==> src/design/mst_pkg.sv <==
`default_nettype none
package mst_pkg;

  localparam int MAX_TOKEN = 32;
  localparam int LEN_W     = $clog2(MAX_TOKEN + 1);
  localparam int IDX_W     = $clog2(MAX_TOKEN);

  localparam logic [19:0] LINE_TOP = 20'hFFFFF;
  localparam logic [30:0] SIZE_TOP = 31'h7FFFFFFF;

  typedef enum logic [2:0] {
    TK_PREPROC = 3'd0,
    TK_TYPE    = 3'd1,
    TK_MATRIX  = 3'd2,
    TK_IDENT   = 3'd3,
    TK_NUMBER  = 3'd4,
    TK_OPER    = 3'd5,
    TK_SYMBOL  = 3'd6,
    TK_END     = 3'd7
  } tok_kind_t;

  // one entry of the front-to-back queue: a single word or a buffered token
  typedef struct packed {
    logic              is_flush;
    tok_kind_t         kind;
    logic [7:0]        ch;
    logic              has;
    logic              cut;
    logic [LEN_W-1:0]  len;
    logic [19:0]       line;
    logic [30:0]       largest;
    logic              last;
  } cmd_t;

endpackage
`default_nettype wire

==> src/design/mst_cmdq.sv <==
`default_nettype none
module mst_cmdq import mst_pkg::*; (
  input  wire logic clk,
  input  wire logic rst_n,
  input  wire logic wr_en,
  input  wire cmd_t wr_cmd,
  output logic      full,
  input  wire logic rd_en,
  output logic      rd_valid,
  output cmd_t      rd_cmd,
  output logic      has_flush
);

  cmd_t ent_r [2];
  logic [1:0] v_r, v_nxt;
  logic wr_r, rd_r;

  assign full      = v_r[wr_r];
  assign rd_valid  = v_r[rd_r];
  assign rd_cmd    = ent_r[rd_r];
  assign has_flush = (v_r[0] & ent_r[0].is_flush) | (v_r[1] & ent_r[1].is_flush);

  always_comb begin
    v_nxt = v_r;
    if (rd_en && rd_valid) v_nxt[rd_r] = 1'b0;
    if (wr_en && !full) v_nxt[wr_r] = 1'b1;
  end

  always_ff @(posedge clk) begin
    if (!rst_n) begin
      v_r  <= '0;
      wr_r <= 1'b0;
      rd_r <= 1'b0;
    end else begin
      v_r <= v_nxt;
      if (wr_en && !full) wr_r <= ~wr_r;
      if (rd_en && rd_valid) rd_r <= ~rd_r;
    end
  end

  always_ff @(posedge clk) begin
    if (wr_en && !full) ent_r[wr_r] <= wr_cmd;
  end

  a_no_overrun: assert property (@(posedge clk) disable iff (!rst_n)
    (wr_en && full) |=> $stable(v_r))
    else $error("queue write while full changed state");

endmodule
`default_nettype wire

==> src/design/mst_front.sv <==
`default_nettype none
module mst_front import mst_pkg::*; (
  input  wire logic             clk,
  input  wire logic             rst_n,
  input  wire logic             in_push,
  output logic                  in_full,
  input  wire logic             in_kind,
  input  wire logic [7:0]       in_byte,
  input  wire logic             q_full,
  input  wire logic             flush_pend,
  output logic                  cmd_push,
  output cmd_t                  cmd,
  input  wire logic [IDX_W-1:0] rd_idx,
  output logic [7:0]            rd_data
);

  typedef enum logic [8:0] {
    M_NORMAL    = 9'b000000001,
    M_IDENT     = 9'b000000010,
    M_NUMBER    = 9'b000000100,
    M_BRACKET   = 9'b000001000,
    M_DIRECTIVE = 9'b000010000,
    M_DEF_SPACE = 9'b000100000,
    M_DEF_NAME  = 9'b001000000,
    M_DEF_SEEK  = 9'b010000000,
    M_DEF_DIGITS= 9'b100000000
  } mode_t;

  function automatic logic is_space(logic [7:0] c);
    return c == 8'h20 || (c >= 8'd9 && c <= 8'd13);
  endfunction
  function automatic logic is_upper(logic [7:0] c);
    return c >= "A" && c <= "Z";
  endfunction
  function automatic logic is_alpha(logic [7:0] c);
    return is_upper(c) || (c >= "a" && c <= "z");
  endfunction
  function automatic logic is_digit(logic [7:0] c);
    return c >= "0" && c <= "9";
  endfunction
  function automatic logic is_word(logic [7:0] c);
    return is_alpha(c) || is_digit(c) || c == "_";
  endfunction

  mode_t            mode_r, mode_nxt;
  logic [7:0]       buf_r [MAX_TOKEN];
  logic [LEN_W-1:0] len_r, len_nxt;
  logic             cut_r, cut_nxt;
  logic [19:0]      line_r, line_nxt;
  logic [30:0]      acc_r, acc_nxt;
  logic [30:0]      big_r, big_nxt;
  logic             item_v_r, item_v_nxt;
  logic             item_end_r;
  logic [7:0]       c_r;

  logic             go, wr_en;
  logic [34:0]      acc_wide;
  logic [30:0]      big_fin;
  logic             kw_type, kw_define, kw_size, normal_emits, buf_room;
  tok_kind_t        id_kind;

  assign in_full = item_v_r;
  assign rd_data = buf_r[rd_idx];
  assign go      = item_v_r && !flush_pend && !q_full;
  assign buf_room = len_r < LEN_W'(MAX_TOKEN);

  assign kw_type = !cut_r && (
      (len_r == LEN_W'(3) && buf_r[0] == "i" && buf_r[1] == "n" && buf_r[2] == "t") ||
      (len_r == LEN_W'(5) && buf_r[0] == "f" && buf_r[1] == "l" && buf_r[2] == "o" &&
       buf_r[3] == "a" && buf_r[4] == "t") ||
      (len_r == LEN_W'(6) && buf_r[0] == "d" && buf_r[1] == "o" && buf_r[2] == "u" &&
       buf_r[3] == "b" && buf_r[4] == "l" && buf_r[5] == "e") ||
      (len_r == LEN_W'(6) && buf_r[0] == "M" && buf_r[1] == "A" && buf_r[2] == "T" &&
       buf_r[3] == "R" && buf_r[4] == "I" && buf_r[5] == "X"));
  assign kw_define = !cut_r && len_r == LEN_W'(6) && buf_r[0] == "d" && buf_r[1] == "e" &&
      buf_r[2] == "f" && buf_r[3] == "i" && buf_r[4] == "n" && buf_r[5] == "e";
  assign kw_size = !cut_r && (
      (len_r == LEN_W'(1) && buf_r[0] == "N") ||
      (len_r == LEN_W'(4) && buf_r[0] == "S" && buf_r[1] == "I" && buf_r[2] == "Z" &&
       buf_r[3] == "E") ||
      (len_r == LEN_W'(4) && buf_r[0] == "R" && buf_r[1] == "O" && buf_r[2] == "W" &&
       buf_r[3] == "S") ||
      (len_r == LEN_W'(4) && buf_r[0] == "C" && buf_r[1] == "O" && buf_r[2] == "L" &&
       buf_r[3] == "S") ||
      (len_r == LEN_W'(5) && buf_r[0] == "I" && buf_r[1] == "N" && buf_r[2] == "N" &&
       buf_r[3] == "E" && buf_r[4] == "R"));

  always_comb begin
    if (kw_type) id_kind = TK_TYPE;
    else if (!cut_r && len_r == LEN_W'(1) && is_upper(buf_r[0])) id_kind = TK_MATRIX;
    else id_kind = TK_IDENT;
  end

  // after a flush the byte falls into normal scanning; does that give a word?
  assign normal_emits = !(is_space(c_r) || is_alpha(c_r) || c_r == "_" ||
                          is_digit(c_r) || c_r == "[");

  assign acc_wide = {acc_r, 3'b000} + {2'b00, acc_r, 1'b0} + 35'(c_r - "0");
  assign big_fin  = (acc_r > big_r) ? acc_r : big_r;

  always_comb begin
    mode_nxt   = mode_r;
    len_nxt    = len_r;
    cut_nxt    = cut_r;
    line_nxt   = line_r;
    acc_nxt    = acc_r;
    big_nxt    = big_r;
    item_v_nxt = item_v_r;
    wr_en      = 1'b0;
    cmd_push   = 1'b0;
    cmd          = '0;
    cmd.kind     = TK_SYMBOL;
    cmd.ch       = c_r;
    cmd.has      = 1'b1;
    cmd.len      = len_r;
    cmd.cut      = cut_r;
    cmd.line     = line_r;
    cmd.largest  = big_r;
    cmd.last     = 1'b1;

    if (!item_v_r) begin
      if (in_push) item_v_nxt = 1'b1;
    end else if (go) begin
      item_v_nxt = 1'b0;
      if (item_end_r) begin
        if (mode_r == M_IDENT || mode_r == M_NUMBER) begin
          cmd_push     = 1'b1;
          cmd.is_flush = 1'b1;
          cmd.kind     = (mode_r == M_IDENT) ? id_kind : TK_NUMBER;
          cmd.last     = 1'b0;
          mode_nxt     = M_NORMAL;
          item_v_nxt   = 1'b1;
        end else begin
          cmd_push    = 1'b1;
          cmd.kind    = TK_END;
          cmd.ch      = 8'd0;
          cmd.has     = 1'b0;
          cmd.cut     = 1'b0;
          cmd.largest = (mode_r == M_DEF_DIGITS) ? big_fin : big_r;
          mode_nxt    = M_NORMAL;
          len_nxt     = '0;
          cut_nxt     = 1'b0;
          line_nxt    = 20'd1;
          acc_nxt     = '0;
          big_nxt     = '0;
        end
      end else begin
        case (mode_r)
          M_IDENT, M_NUMBER: begin
            if (mode_r == M_IDENT ? is_word(c_r) : is_digit(c_r)) begin
              if (buf_room) begin wr_en = 1'b1; len_nxt = len_r + 1'b1; end
              else cut_nxt = 1'b1;
            end else begin
              cmd_push     = 1'b1;
              cmd.is_flush = 1'b1;
              cmd.kind     = (mode_r == M_IDENT) ? id_kind : TK_NUMBER;
              cmd.last     = !normal_emits;
              mode_nxt     = M_NORMAL;
              item_v_nxt   = 1'b1;
            end
          end
          M_BRACKET: begin
            if (c_r == "]") mode_nxt = M_NORMAL;
          end
          M_DIRECTIVE: begin
            if (is_alpha(c_r)) begin
              if (buf_room) begin wr_en = 1'b1; len_nxt = len_r + 1'b1; end
              else cut_nxt = 1'b1;
            end else begin
              mode_nxt   = kw_define ? M_DEF_SPACE : M_NORMAL;
              len_nxt    = '0;
              cut_nxt    = 1'b0;
              item_v_nxt = 1'b1;
            end
          end
          M_DEF_SPACE: begin
            if (!is_space(c_r)) begin
              mode_nxt   = M_DEF_NAME;
              len_nxt    = '0;
              cut_nxt    = 1'b0;
              item_v_nxt = 1'b1;
            end
          end
          M_DEF_NAME: begin
            if (is_word(c_r)) begin
              if (buf_room) begin wr_en = 1'b1; len_nxt = len_r + 1'b1; end
              else cut_nxt = 1'b1;
            end else begin
              mode_nxt   = kw_size ? M_DEF_SEEK : M_NORMAL;
              len_nxt    = '0;
              cut_nxt    = 1'b0;
              item_v_nxt = 1'b1;
            end
          end
          M_DEF_SEEK: begin
            if (is_digit(c_r)) begin
              mode_nxt   = M_DEF_DIGITS;
              acc_nxt    = '0;
              item_v_nxt = 1'b1;
            end
          end
          M_DEF_DIGITS: begin
            if (is_digit(c_r)) begin
              acc_nxt = (acc_wide > 35'(SIZE_TOP)) ? SIZE_TOP : acc_wide[30:0];
            end else begin
              big_nxt    = big_fin;
              acc_nxt    = '0;
              mode_nxt   = M_NORMAL;
              item_v_nxt = 1'b1;
            end
          end
          default: begin
            mode_nxt = M_NORMAL;
            if (c_r == "#") begin
              cmd_push = 1'b1;
              cmd.kind = TK_PREPROC;
              cmd.cut  = 1'b0;
              mode_nxt = M_DIRECTIVE;
              len_nxt  = '0;
              cut_nxt  = 1'b0;
            end else if (is_space(c_r)) begin
              if (c_r == 8'h0A && line_r < LINE_TOP) line_nxt = line_r + 1'b1;
            end else if (is_alpha(c_r) || c_r == "_" || is_digit(c_r)) begin
              mode_nxt = is_digit(c_r) ? M_NUMBER : M_IDENT;
              wr_en    = 1'b1;
              len_nxt  = LEN_W'(1);
              cut_nxt  = 1'b0;
            end else if (c_r == "[") begin
              mode_nxt = M_BRACKET;
            end else begin
              cmd_push = 1'b1;
              cmd.cut  = 1'b0;
              cmd.kind = (c_r == "+" || c_r == "-" || c_r == "*" || c_r == "/" ||
                          c_r == "=") ? TK_OPER : TK_SYMBOL;
            end
          end
        endcase
      end
    end
  end

  always_ff @(posedge clk) begin
    if (!rst_n) begin
      mode_r   <= M_NORMAL;
      len_r    <= '0;
      cut_r    <= 1'b0;
      line_r   <= 20'd1;
      acc_r    <= '0;
      big_r    <= '0;
      item_v_r <= 1'b0;
    end else begin
      mode_r   <= mode_nxt;
      len_r    <= len_nxt;
      cut_r    <= cut_nxt;
      line_r   <= line_nxt;
      acc_r    <= acc_nxt;
      big_r    <= big_nxt;
      item_v_r <= item_v_nxt;
    end
  end

  // a new token starts at slot 0; extensions write at the current length
  always_ff @(posedge clk) begin
    if (in_push && !item_v_r) begin
      item_end_r <= in_kind;
      c_r        <= in_byte;
    end
    if (wr_en) begin
      if (mode_r == M_NORMAL) buf_r[0] <= c_r;
      else buf_r[len_r[IDX_W-1:0]] <= c_r;
    end
  end

  a_no_write_under_flush: assert property (@(posedge clk) disable iff (!rst_n)
    flush_pend |-> !wr_en)
    else $error("token buffer written while a flush is being read");

  a_flush_len: assert property (@(posedge clk) disable iff (!rst_n)
    (cmd_push && cmd.is_flush) |-> (cmd.len != '0 && cmd.len <= LEN_W'(MAX_TOKEN)))
    else $error("flush with bad length");

endmodule
`default_nettype wire

==> src/design/mst_back.sv <==
`default_nettype none
module mst_back import mst_pkg::*; (
  input  wire logic              clk,
  input  wire logic              rst_n,
  input  wire logic              q_valid,
  input  wire cmd_t              q_cmd,
  output logic                   q_pop,
  output logic                   active,
  output logic [IDX_W-1:0]       rd_idx,
  input  wire logic [7:0]        rd_data,
  output logic                   empty,
  input  wire logic              pop,
  output logic [2:0]             out_token_kind,
  output logic [19:0]            out_line_number,
  output logic [7:0]             out_token_char,
  output logic                   out_has_char,
  output logic                   out_token_end,
  output logic                   out_run_last,
  output logic                   out_truncated,
  output logic [30:0]            out_largest_size
);

  cmd_t             cur_r;
  logic             active_r;
  logic [LEN_W-1:0] idx_r;
  logic             out_v_r;
  logic             adv, at_end;

  assign adv    = !out_v_r || pop;
  assign q_pop  = !active_r && q_valid && adv;
  assign active = active_r;
  assign rd_idx = idx_r[IDX_W-1:0];
  assign at_end = (idx_r + 1'b1) == cur_r.len;
  assign empty  = !out_v_r;

  always_ff @(posedge clk) begin
    if (!rst_n) begin
      active_r <= 1'b0;
      out_v_r  <= 1'b0;
    end else begin
      if (active_r && adv) begin
        out_v_r <= 1'b1;
        if (at_end) active_r <= 1'b0;
      end else if (q_pop) begin
        if (q_cmd.is_flush) begin
          active_r <= q_cmd.len != '0;
          out_v_r  <= 1'b0;
        end else begin
          out_v_r <= 1'b1;
        end
      end else if (pop) begin
        out_v_r <= 1'b0;
      end
    end
  end

  always_ff @(posedge clk) begin
    if (active_r && adv) begin
      out_token_kind   <= cur_r.kind;
      out_line_number  <= cur_r.line;
      out_token_char   <= rd_data;
      out_has_char     <= 1'b1;
      out_token_end    <= at_end;
      out_run_last     <= at_end && cur_r.last;
      out_truncated    <= cur_r.cut;
      out_largest_size <= cur_r.largest;
      idx_r            <= idx_r + 1'b1;
    end else if (q_pop) begin
      cur_r <= q_cmd;
      idx_r <= '0;
      if (!q_cmd.is_flush) begin
        out_token_kind   <= q_cmd.kind;
        out_line_number  <= q_cmd.line;
        out_token_char   <= q_cmd.ch;
        out_has_char     <= q_cmd.has;
        out_token_end    <= 1'b1;
        out_run_last     <= q_cmd.last;
        out_truncated    <= q_cmd.cut;
        out_largest_size <= q_cmd.largest;
      end
    end
  end

  a_idx_in_range: assert property (@(posedge clk) disable iff (!rst_n)
    active_r |-> idx_r < cur_r.len)
    else $error("flush index past token length");

  a_hold_on_stall: assert property (@(posedge clk) disable iff (!rst_n)
    (out_v_r && !pop) |=> (out_v_r && $stable(out_token_char) && $stable(out_run_last)))
    else $error("waiting word changed under stall");

endmodule
`default_nettype wire

==> src/design/matrix_source_tokenizer.sv <==
`default_nettype none
// channel | ports                                   | handshake
// input   | in_kind, in_source_byte                 | push / full
// result  | out_token_kind .. out_largest_size      | empty / pop
//
// A byte is accepted, then scanned, and scanned again when it ends a token or
// a field; a scan waits while a flush is pending or the queue is full.
// A finished token is handed over through the queue, then replayed one word per cycle while the output is popped.
// Reset is synchronous active low and returns all scan state to line one.
// A byte is not scanned while a finished token is still being read out, and full stays high until it is.
module matrix_source_tokenizer import mst_pkg::*; (
  input  wire logic        clk,
  input  wire logic        rst_n,
  input  wire logic        push,
  output logic             full,
  input  wire logic        in_kind,
  input  wire logic [7:0]  in_source_byte,
  output logic             empty,
  input  wire logic        pop,
  output logic [2:0]       out_token_kind,
  output logic [19:0]      out_line_number,
  output logic [7:0]       out_token_char,
  output logic             out_has_char,
  output logic             out_token_end,
  output logic             out_run_last,
  output logic             out_truncated,
  output logic [30:0]      out_largest_size
);

  cmd_t             f_cmd, q_cmd;
  logic             f_push, q_full, q_valid, q_pop, q_has_flush, b_active;
  logic [IDX_W-1:0] rd_idx;
  logic [7:0]       rd_data;

  mst_front u_front (
    .clk        (clk),
    .rst_n      (rst_n),
    .in_push    (push),
    .in_full    (full),
    .in_kind    (in_kind),
    .in_byte    (in_source_byte),
    .q_full     (q_full),
    .flush_pend (q_has_flush | b_active),
    .cmd_push   (f_push),
    .cmd        (f_cmd),
    .rd_idx     (rd_idx),
    .rd_data    (rd_data)
  );

  mst_cmdq u_cmdq (
    .clk       (clk),
    .rst_n     (rst_n),
    .wr_en     (f_push),
    .wr_cmd    (f_cmd),
    .full      (q_full),
    .rd_en     (q_pop),
    .rd_valid  (q_valid),
    .rd_cmd    (q_cmd),
    .has_flush (q_has_flush)
  );

  mst_back u_back (
    .clk              (clk),
    .rst_n            (rst_n),
    .q_valid          (q_valid),
    .q_cmd            (q_cmd),
    .q_pop            (q_pop),
    .active           (b_active),
    .rd_idx           (rd_idx),
    .rd_data          (rd_data),
    .empty            (empty),
    .pop              (pop),
    .out_token_kind   (out_token_kind),
    .out_line_number  (out_line_number),
    .out_token_char   (out_token_char),
    .out_has_char     (out_has_char),
    .out_token_end    (out_token_end),
    .out_run_last     (out_run_last),
    .out_truncated    (out_truncated),
    .out_largest_size (out_largest_size)
  );

endmodule
`default_nettype wire
==> config.mk <==
export PLATFORM = sky130hd
export DESIGN_NAME = matrix_source_tokenizer
export DESIGN_NICKNAME = d
export VERILOG_FILES = /design/src/design/mst_pkg.sv /design/src/design/mst_cmdq.sv /design/src/design/mst_front.sv /design/src/design/mst_back.sv /design/src/design/matrix_source_tokenizer.sv
export SDC_FILE = /design/constraint.sdc
export NUM_CORES = 1
export LEC_CHECK = 0
export BUFFER_PORTS_ARGS = -buffer_cell sky130_fd_sc_hd__buf_4
export CORE_ASPECT_RATIO = 1.25
export CORE_MARGIN = 2
export CORE_UTILIZATION = 25
export CTS_CLUSTER_DIAMETER = 40
export DETAILED_ROUTE_END_ITERATION = 10
export HOLD_SLACK_MARGIN = 0.15
export PLACE_DENSITY = 0.5
export RECOVER_POWER = 50
export SLEW_MARGIN = 20
export SYNTH_ARGS = -nofsm -noshare
export SYNTH_HDL_FRONTEND = slang
export SYNTH_HIERARCHICAL = 1
export SYNTH_SLANG_ARGS = --single-unit
==> constraint.sdc <==
create_clock -name clk -period 14.3 [get_ports clk]
set_clock_uncertainty 0.15 [all_clocks]
set_input_delay 0.715 -clock clk [delete_from_list [all_inputs] [get_ports clk]]
set_output_delay 0.715 -clock clk [all_outputs]
set_load 0.005 [all_outputs]
== Yosys cells after proc, flatten, opt, wreduce, memory -nomap -nowiden ==
Memories as Yosys holds them, arrays and structs flattened. A register that Yosys moved wholly into a read port is not among the register bits.
Index checks and enable logic that the tools add are counted.

* RAM bits: 400
* Bits of input ports: 13
* Memories: 2
* Logic and storage cells: 439
* Register bits: 248
* Output and inout port bits: 68

{| class="wikitable"
|+ Memory list
! name !! words !! bits a word !! read ports !! clocked after Yosys merged registers in !! write ports !! RTL line !! source
|-
| u_front.buf_r || 32 || 8 || 7 || 1 || 1 || mst_front.sv:46 || <nowiki>logic [7:0] buf_r [MAX_TOKEN];</nowiki>
|-
| u_cmdq.ent_r || 2 || 72 || 3 || 1 || 1 || mst_cmdq.sv:14 || <nowiki>cmd_t ent_r [2];</nowiki>
|}

* Order comparisons: 18
* Equality and inequality tests: 81
* Muxes and demuxes: 173
* Bitwise gates (word level): 11
* Reduce and logical (&&, ||, !) cells: 119
* $add $sub $neg: 6

{| class="wikitable"
|+ Operators with widths
! kind !! count
|-
| two-way mux 31 bit || 15
|-
| == test 8 x 7 -> 1 bit, second input constant || 42
|-
| two-way mux 20 bit || 9
|-
| two-way mux 9 bit || 12
|-
| two-way mux 1 bit || 85
|-
| two-way mux 6 bit || 13
|-
| logical AND 1 bit || 66
|-
| two-way mux 32 bit || 2
|-
| case mux 9 bit (7 select lines) || 1
|-
| case mux 31 bit (2 select lines) || 1
|-
| == test 8 x 6 -> 1 bit, second input constant || 7
|-
| two-way mux 8 bit || 5
|-
| adder 34 x 32 -> 35 bit || 1
|-
| adder 35 bit || 1
|-
| greater-than comparator 35 x 31 -> 1 bit, second input constant || 1
|-
| greater-than comparator 31 bit || 1
|-
| two-way mux 3 bit || 10
|-
| case mux 6 bit (5 select lines) || 1
|-
| two-way mux 14 bit || 2
|-
| greater-or-equal comparator 8 x 7 -> 1 bit, second input constant || 3
|-
| <= comparator 8 x 7 -> 1 bit, second input constant || 3
|-
| logical OR 1 bit || 23
|-
| adder 20 x 1 -> 20 bit, second input constant || 1
|-
| < comparator 20 bit, second input constant || 1
|-
| other kinds (60) || 102
|}

== Depth between registers and ports, before layout ==
Gate-level depths: netlist of the first run.
An unclocked memory read counts as a cell.

* Word-level depth: 18
* Mapped depth: 15
* Gate-level depth less buffers: 14

== Hierarchy ==
The synthesis of the first run kept the hierarchy.

{| class="wikitable"
|+ Modules (own cells, without submodules)
! module !! instances !! seq. area each (µm²) !! area an instance (µm²) !! cells an instance
|-
| mst_front || 1 || 9939.5 || 19520.0 || 1609
|-
| mst_cmdq || 1 || 4424.2 || 5773.0 || 246
|-
| mst_back || 1 || 4053.9 || 5168.7 || 262
|-
| matrix_source_tokenizer || 1 || 0.0 || 6.3 || 1
|}

== Least setup slack after synthesis of the first run ==
Ideal clock, no wire load.

* Path kind: register -> register
* Start point: reg u_front.c_r[5]
* End point: mem u_cmdq/ent_r[0][0] in the netlist's numbering (enable)
* Clock period less this slack: 6757 ps
* Setup time: 511 ps
* Buffers on the path: 0
* Setup slack: 7543 ps
* Stages on the path, launching flop included: 13
* Data required time: 13639 ps
* Arrival: 6096 ps
* Cells stage by stage: edfxtp_1 inv_1 ha_1 and4b_1 a32oi_1 o31ai_1 nor2_1 nor3b_1 o21a_1 nor2_1 a21oi_1 nor2b_1 nor2b_1

* Longest elaborated chain between the ends: 15
* Elaborated cells on any way between the ends: 35
* Those cells by class: order compare (8); eq/ne (4); mux (12); reduce/logical (11)

{| class="wikitable"
|+ RTL lines
! element !! RTL line !! source
|-
| start: declaration || mst_front.sv:54 || <nowiki>logic [7:0] c_r;</nowiki>
|-
| start signal: assignment || mst_front.sv:266 || <nowiki>c_r <= in_byte;</nowiki>
|-
| greater-or-equal comparator 8 x 7 -> 1 bit, or another cell as far along || mst_front.sv:33 || <nowiki>return c >= "A" && c <= "Z";</nowiki>
|-
| logical AND 1 bit, on equally long branches || mst_front.sv:33, mst_front.sv:36 ||
|-
| logical OR 1 bit || mst_front.sv:36 || <nowiki>return is_upper(c) || (c >= "a" && c <= "z");</nowiki>
|-
| logical OR 1 bit (2 in a row) || mst_front.sv:223 || <nowiki>end else if (is_alpha(c_r) || c_r == "_" || is_digit(c_r)) begin</nowiki>
|-
| two-way mux 1 bit || mst_front.sv:223 ||
|-
| two-way mux 1 bit || mst_front.sv:221 || <nowiki>end else if (is_space(c_r)) begin</nowiki>
|-
| two-way mux 1 bit || mst_front.sv:214 || <nowiki>if (c_r == "#") begin</nowiki>
|-
| case mux 1 bit (2 select lines) * || mst_front.sv:148 || <nowiki>case (mode_r)</nowiki>
|-
| two-way mux 1 bit * || mst_front.sv:125 || <nowiki>if (item_end_r) begin</nowiki>
|-
| two-way mux 1 bit * || mst_front.sv:123 || <nowiki>end else if (go) begin</nowiki>
|-
| two-way mux 1 bit * || mst_front.sv:121 || <nowiki>if (!item_v_r) begin</nowiki>
|-
| net f_push || matrix_source_tokenizer.sv:31 || <nowiki>logic f_push, q_full, q_valid, q_pop, q_has_flush, b_active;</nowiki>
|-
| logical AND 1 bit * || mst_cmdq.sv:42 || <nowiki>if (wr_en && !full) ent_r[wr_r] <= wr_cmd;</nowiki>
|-
| two-way mux 1 bit * || mst_cmdq.sv:42 ||
|-
| two-way mux 1 bit (implied by the code) * || mst_cmdq.sv:42 ||
|-
| end: declaration || mst_cmdq.sv:14 ||
|}

The timed path passes the listed nets; every way through them passes the cells marked *.

== Worst setup path in the final report of the first run ==
* Start point: reg u_front.c_r[3]
* End point: mem u_cmdq/ent_r[0][52] in the netlist's numbering (enable)

Same word-level chain as after synthesis.

==> summary.txt, run 1 <==
Detailed routing
  • Number of search-and-repair iterations in the first detailed-routing pass: 5
  • Overall routed net length: 73700 um
  • Number of DRC violations after detailed routing: 0
  • Number of design-rule violations left by the first detailed-router iteration: between 1000 and 1500
  • Per-cell via count in the routed design: 4.63
  • Routed via count: 18000
  • Drt wl/cell: 19.0 um
  • Residual antenna-violating net count after detailed routing: 0

Logic synthesis
  • Count of state elements after synthesis: 649
  • Area fraction of the dominant cell type after synthesis: 0.534
  • Post-Syn Instances: 2118
  • Post-synthesis average cell area: 14.4 um^2
  • Mapped Nets: 2239
  • Number of enable-type register cells in the synthesized netlist: 542
  • Fraction of registers with async set/reset: 0
  • Number of distinct library cells after synthesis: just over 90
  • Area contributors post-synth: edfxtp_1 (53%), dfxtp_1 (7.0%), mux4_2 (5.9%)
  • Netlist Area Pre-Place: slightly above 0.03 mm^2
  • Post-synthesis sequential area ratio: 0.604
  • Synth Warn #: 6
  • Synth Flop Type: edfxtp_1
  • Top cell type by total area after synthesis: edfxtp_1

Floorplanning
  • Width of the chip: around 320 um
  • Die Height: around 390 um
  • Initial Util: 0.251
  • Floorplan Core Area: 0.121 mm^2
  • Number of I/O pins: just over 80
  • Placement Rows: between 100 and 150
  • Die Footprint: between 0.1 and 0.15 mm^2

Cells and area
  • Most frequent cells in the layout: edfxtp_1 (542), nand2_1 (150), nor2_1 (111), a21oi_1 (107), dfxtp_1 (107)
  • Final net count: 2341
  • Area delta synth->final: 15.7%
  • Leading cell type in the layout, fill and taps excluded: edfxtp_1
  • Core occupancy in the finished layout: 0.291
  • Number of filler cells placed in the layout: 12200
  • Antenna diode count: 0
  • Layout cells sized above 1: 0.202

Worst setup path
  • Endpoint type of the worst setup path: flop
  • Crit path DAT: just under 7000 ps
  • Most repeated library cell on the critical path: nor2_1
  • Worst Path Max Fanout: 42
  • Crit path buf inv count: 2
  • Required time at the endpoint of the critical path: 14410 ps
  • Largest stage delay on the critical path: 1590 ps
  • Type of the worst setup path: flop to flop
  • Slowest library cell on the worst path: clkbuf_1
  • Cell-by-cell trace of the critical path: clkbuf_1 > o211ai_1 > a32oi_1 > o31ai_1 > nor2_1 > nor3b_1 > o21a_1 > nor2_1 > a21oi_1 > nor2b_1 > nor2b_4 > buf_4
  • Worst setup startpoint: u_front/c_r[3]$_DFFE_PP_
  • Category of cells accounting for the largest share of critical-path delay: buffers and inverters
  • Category of the worst setup path launch point: flop
  • R2R Path Start: u_front/c_r[3]$_DFFE_PP_

Timing
  • Relative slew slack: -1.53
  • Transition time at the pin with the least slew margin: 3790 ps
  • Post-route minimum period: a little under 7000 ps
  • Final setup violation count: 0
  • FMAX: 0.147 GHz
  • Setup TNS: 0 ps
  • Number of failing hold endpoints at the final stage: 0
  • Crit share post-route: 0.476
  • Slew Viols, Final: 590
  • Fin worst setup slack: about 7500 ps
  • RSZ-0062 raised after global routing: no

CTS
  • Clock latency on the worst-skew pair: 650 ps
  • Total number of clock tree sinks: 649
  • Number of buffers inserted by post-CTS setup repair: 0
  • Longest Clk Path Bufs: 3
  • TritonCTS buffer count: 84
  • Clock root buffer: clkbuf_16
  • H-Tree Depth: 3
  • Clock edge transition at the registers on the reported setup and hold paths: roughly 50 ps
  • CTS tree: done

Min path
  • Origin of the worst min-delay path: push
  • Worst min-delay path category: primary input to flop

Global route
  • Global-route usage over all layers: 0.118
  • Initial antenna violation count: 5
  • Largest net degree at the start of global routing: 66
  • GRT Residual Overflow: 0
  • Vias in the first global route: approximately 19000
  • Global-route wire length before repair: 113000 um

Pwr
  • Final Total Pwr: 4.70 mW
  • Worst VDD drop: 81.5 uV
  • Power density over cell area: 133 mW/mm^2
  • Static Leakage: 11.8 nW

Outcome
  • Status: finished with violations
  • Violations in the final reports: max-capacitance violations, max-slew violations

Run
  • Max Cap Viol: 13

Place
  • Worst setup timing slack at the placement stage: 8720 ps
  • Count of port buffers added during placement: 80
  • Gpl congestion: between 0.8 and 0.9
  • HPWL after detailed placement: 50100 um
-- through the flow --
step                      hold slack, ps  std cells  cell area (um^2)
after CTS                            175       3885             35600
after global placement               291       3720             32700
final                                218       3885             35300
after floorplan                      274       2118             30500
after global routing                 259       3885             35300
after detailed placement             297       3720             32700
-- layer usage --
layer / wire length (um) / vias to the layer above / track usage
met5: 30 / - / 0
met4: 1680 / 4 / 0.0377
met3: 2720 / 108 / 0.0178
met2: 36900 / 385 / 0.202
met1: 32400 / 9173 / 0.150
li1: - / 8322 / -
-- timing repair --
| item | CTS | global route |
|---|---|---|
| hold endpoints to repair | 9 | 0 |
| hold buffers | 9 | 0 |
| gates resized for setup | 0 | 0 |
-- cells in the mapped netlist, types with 11 or more instances --
cell / count
edfxtp_1: 542
nand2_1: 150
nor2_1: 112
a21oi_1: 107
dfxtp_1: 107
mux2_2: 105
mux4_2: 80
ha_1: 78
nand3_1: 74
mux2_4: 70
o21ai_0: 69
inv_1: 61
clkbuf_1: 53
xor2_1: 40
fa_1: 30
nand4_1: 30
xnor2_1: 29
nor3_1: 26
a21o_1: 24
buf_2: 19
and2_1: 15
nand2b_1: 15
nor4_1: 15
nor2b_1: 12
and3_1: 11
buf_1: 11
-- state kept, by name, summed over array words and instances, names as in the netlist, 9 cells and up, named ones only --
signal                   flops
u_back/cur_r                62
u_back/out_largest_size     31
u_back/out_line_number      20
u_cmdq/ent_r               144
u_front/acc_r               31
u_front/big_r               31
u_front/buf_r              256
u_front/line_r              20
u_front/mode_r               9
-- report_power, final --
group | internal (mW) | total, mW | leakage, nW | switching, mW
clock | 1.21 | 2.07 | 1.36 | 0.861
combinational | 0.174 | 0.430 | 4.71 | 0.256
sequential | 2.16 | 2.20 | 5.77 | 0.0341
total | 3.55 | 4.70 | 11.8 | 1.15
-- cell families (layout without fill, tap and decap cells) --
kind of cell | Yosys count | after routing | share of synthesized area
AO/OA/AOI/OAI | 311 | 311 | 0.0650
multiplexers | 264 | 264 | 0.135
AND/OR/NAND/NOR | 552 | 552 | 0.0961
buffers and inverters | 164 | 336 | 0.0271
adder cells (fa/ha/maj) | 109 | 109 | 0.0521
flip-flops | 649 | 649 | 0.604
XOR/XNOR | 69 | 69 | 0.0198
-- worst reg2reg max path, cell delays in order (launching register included) --
cell and delay (ps):
edfxtp_1 310, clkbuf_1 1590, o211ai_1 580, a32oi_1 550
o31ai_1 170, nor2_1 370, nor3b_1 460, o21a_1 170
nor2_1 50, a21oi_1 300, nor2b_1 220, nor2b_4 800
buf_4 690
-- area by class of cell --
class,instances,area [um^2],area share
well taps,1595,2000,0.0566
repair buffers,118,773,0.0219
flip-flops and latches,649,18400,0.522
inverters,62,233,0.00660
clock inverters,59,598,0.0170
multi-input cells,1305,11000,0.313
clock buffers,97,2200,0.0625
-- final timing paths --
check | cells after the start | slack (ps) | to
setup / recovery | 12 | 7500 | u_cmdq/ent_r[0][52]$_DFFE_PP_
hold reg to reg | 0 | 310 | u_cmdq/ent_r[1][51]$_DFFE_PP_
setup reg to reg | 12 | 7500 | u_cmdq/ent_r[0][52]$_DFFE_PP_
hold / removal | 3 | 220 | u_front/in_full$_SDFF_PN0_
Note: power is estimated with default switching activity, not from simulation.
==> run 2, diff against run 1 <==
- PLACE_DENSITY: 0.5 -> 0.51
- clock period: 14.3 -> 5.8 ns (I/O delays scaled with it)
==> summary.txt, run 2 (same netlist as run 1, synthesis figures left out) <==
Pwr
  • Static Leakage: 12.0 nW (was 11.8 nW)
  • Internal power: 9.35 mW (was 3.55 mW)
  • Worst VDD drop: 225 uV (was 81.5 uV)
  • Power density over cell area: 342 mW/mm^2 (was 133 mW/mm^2)
  • Combinational group share of total power: 0.089 (was 0.092)
  • Power spent charging and discharging nets: 2.89 mW (was 1.15 mW)
  • Seq pwr share: 0.442 (was 0.467)
  • Sw frac: 0.236 (was 0.245)
  • Clock power frac: 0.468 (was 0.441)

Place
  • Gpl congestion: 0.862 (was 0.846)
  • HPWL after detailed placement: 52200 um (was 50100 um)
  • Instance count after placement with tap cells included: 3724 (was 3720)
  • Count of port buffers added during placement: 80 (unchanged)

CTS
  • TritonCTS buffer count: 88 (was 84)
  • Number of hold-repair buffers added at the cts stage: 13 (was 9)
  • Clock edge transition at the registers on the reported setup and hold paths: 60 ps (was 50 ps)
  • Number of buffers inserted by post-CTS setup repair: 0 (unchanged)
  • CTS tree: done (unchanged)
  • Clock latency on the worst-skew pair: 640 ps (was 650 ps)
  • Total number of clock tree sinks: 649 (unchanged)
  • Longest Clk Path Bufs: 3 (unchanged)
  • H-Tree Depth: 3 (unchanged)
  • Clock root buffer: clkbuf_16 (unchanged)
  • Cells resized by post-CTS repair: 0 (unchanged)

Global route
  • Global-route wire length before repair: 116000 um (was 113000 um)
  • Vias in the first global route: 18800 (was 18600)
  • GRT Residual Overflow: 0 (unchanged)
  • Largest net degree at the start of global routing: 73 (was 66)
  • Global-route usage over all layers: 0.121 (was 0.118)
  • Initial antenna violation count: 2 (was 5)

Cells and area
  • Most frequent cells in the layout: edfxtp_1 (542), nand2_1 (150), nor2_1 (111), a21oi_1 (107), dfxtp_1 (107) (unchanged)
  • Area delta synth->final: 17.4% (was 15.7%)
  • Non-filler cells, final: 3901 (was 3885)
  • Largest reg by FF count: u_front/buf_r (unchanged)
  • Leading registers by flop count: u_front/buf_r x256, u_cmdq/ent_r x144, u_back/cur_r x62 (unchanged)
  • Layout cells sized above 1: 0.209 (was 0.202)
  • Leading cell type in the layout, fill and taps excluded: edfxtp_1 (unchanged)
  • Number of filler cells placed in the layout: 12200 (unchanged)
  • Max reg flops: 256 (unchanged)
  • Final net count: 2353 (was 2341)

Worst setup path
  • Slowest library cell on the worst path: a21o_1 (was clkbuf_1)
  • Category of the worst setup path launch point: flop (unchanged)
  • Largest stage delay on the critical path: 1600 ps (was 1590 ps)
  • Most repeated library cell on the critical path: buf_4 (was nor2_1)
  • Cell-by-cell trace of the critical path: mux2_1 > nor4b_1 > buf_4 > a21o_1 > buf_4 (was clkbuf_1 > o211ai_1 > a32oi_1 > o31ai_1 > nor2_1 > nor3b_1 > o21a_1 > nor2_1 > a21oi_1 > nor2b_1 > nor2b_4 > buf_4)
  • Endpoint type of the worst setup path: flop (unchanged)
  • Crit path DAT: 5260 ps (was 6910 ps)
  • Worst Path Max Fanout: 41 (was 42)
  • Reg-to-reg slack, setup: 700 ps (was 7500 ps)
  • Type of the worst setup path: flop to flop (unchanged)
  • R2R Path End: u_back/out_largest_size[4]$_DFFE_PP_ (was u_cmdq/ent_r[0][52]$_DFFE_PP_)
  • Required time at the endpoint of the critical path: 5960 ps (was 14410 ps)
  • Setup crit end: u_back/out_largest_size[4]$_DFFE_PP_ (was u_cmdq/ent_r[0][52]$_DFFE_PP_)
  • Worst reg2reg path depth: 5 (was 12)

Timing
  • Post-route minimum period: 5100 ps (was 6800 ps)
  • Setup TNS: 0 ps (unchanged)
  • FMAX: 0.196 GHz (was 0.147 GHz)
  • Transition time at the pin with the least slew margin: 3160 ps (was 3790 ps)
  • Final setup violation count: 0 (unchanged)
  • Crit share post-route: 0.879 (was 0.476)
  • Slew Viols, Final: 378 (was 590)
  • Number of failing hold endpoints at the final stage: 0 (unchanged)
  • Relative slew slack: -1.10 (was -1.53)
  • RSZ-0062 raised after global routing: no (unchanged)

Floorplanning
  • Placement Rows: 143 (unchanged)
  • Initial Util: 0.251 (unchanged)
  • Die Footprint: 0.125 mm^2 (unchanged)
  • Number of I/O pins: 81 (unchanged)
  • Die Height: 394 um (unchanged)
  • Floorplan Core Area: 0.121 mm^2 (unchanged)
  • Width of the chip: 316 um (unchanged)

Detailed routing
  • Number of search-and-repair iterations in the first detailed-routing pass: 5 (unchanged)
  • Number of DRC violations after detailed routing: 0 (unchanged)
  • Total routed wire length on the met1 layer: 31200 um (was 32400 um)
  • Number of design-rule violations left by the first detailed-router iteration: 1168 (was 1219)
  • Routed via count: 17900 (was 18000)
  • Met3 layer wire length in the routed design: 2950 um (was 2720 um)
  • Drt wl/cell: 19.5 um (was 19.0 um)
  • Top routing layer in use: met4 (was met5)
  • Overall routed net length: 75900 um (was 73700 um)
  • Residual antenna-violating net count after detailed routing: 0 (unchanged)
  • Met2 Wirelength: 39800 um (was 36900 um)
  • Per-cell via count in the routed design: 4.58 (was 4.63)

Outcome
  • Status: finished with violations (unchanged)
  • Violations in the final reports: max-capacitance violations, max-slew violations (unchanged)

Min path
  • Worst min-delay path category: flop to flop (was primary input to flop)

Run
  • Max Cap Viol: 10 (was 13)
==> run 2: power groups by stage <==
stage / registers (mW) / clock network [mW] / logic (mW)
6_report: 5.42 / 5.73 / 1.09
5_1_grt: 5.44 / 6.05 / 1.19
4_1_cts: 5.42 / 5.88 / 1.19
3_5_place_dp: 5.51 / 0 / 1.17
3_3_place_gp: 5.50 / 0 / 1.16
2_1_floorplan: 5.50 / 0 / 0.732
==> run 2: area by class of cell <==
class | instances | area (um^2) | share of cell area
antenna | 1 | 2.50 | 0.0000700
inverter | 62 | 233 | 0.00651
sequential | 649 | 18400 | 0.515
tap | 1595 | 2000 | 0.0558
multi-input combinational | 1305 | 11000 | 0.309
clock inverter | 62 | 870 | 0.0243
clock buffer | 101 | 2300 | 0.0643
timing repair buffer | 126 | 901 | 0.0252
==> run 2: per-stage QoR <==
step	setup slack, ps	hold slack (ps)	area, um^2	util	power [mW]
CTS	832	247	36100	0.298	12.5
global placement	738	303	32800	0.271	6.67
detailed placement	850	312	32800	0.271	6.68
global route	242	350	35800	0.295	12.7
floorplan	224	239	30500	-	6.23
finish	704	313	35800	0.295	12.2
==> run 2: critical path: cells and delay by family (launching register included) <==
kind / cells / cell delay (ps)
AOI/OAI and AO/OA: 1 / 1600
buffers and inverters: 2 / 760
DFF: 1 / 1450
muxes: 1 / 440
and+or+nand+nor: 1 / 290
==> run 2: how the worst min path moves through the flow <==
stage | from | to | slack, ps | cells after the start
finish | u_front/big_r[30]$_SDFFE_PN0P_ | u_front/big_r[30]$_SDFFE_PN0P_ | 310 | 2
floorplan | in_source_byte[0] | u_front/c_r[0]$_DFFE_PP_ | 240 | 0
detailed placement | u_front/big_r[30]$_SDFFE_PN0P_ | u_front/big_r[30]$_SDFFE_PN0P_ | 310 | 2
CTS | in_kind | u_front/item_end_r$_DFFE_PP_ | 250 | 2
global route | u_front/big_r[30]$_SDFFE_PN0P_ | u_front/big_r[30]$_SDFFE_PN0P_ | 350 | 2
global placement | u_front/big_r[30]$_SDFFE_PN0P_ | u_front/big_r[30]$_SDFFE_PN0P_ | 300 | 2
==> run 2: layer usage <==
layer  vias up  track usage
li1       8347            -
met1      9069        0.144
met2       355        0.219
met3        98       0.0198
met4         0       0.0397
met5         -            0
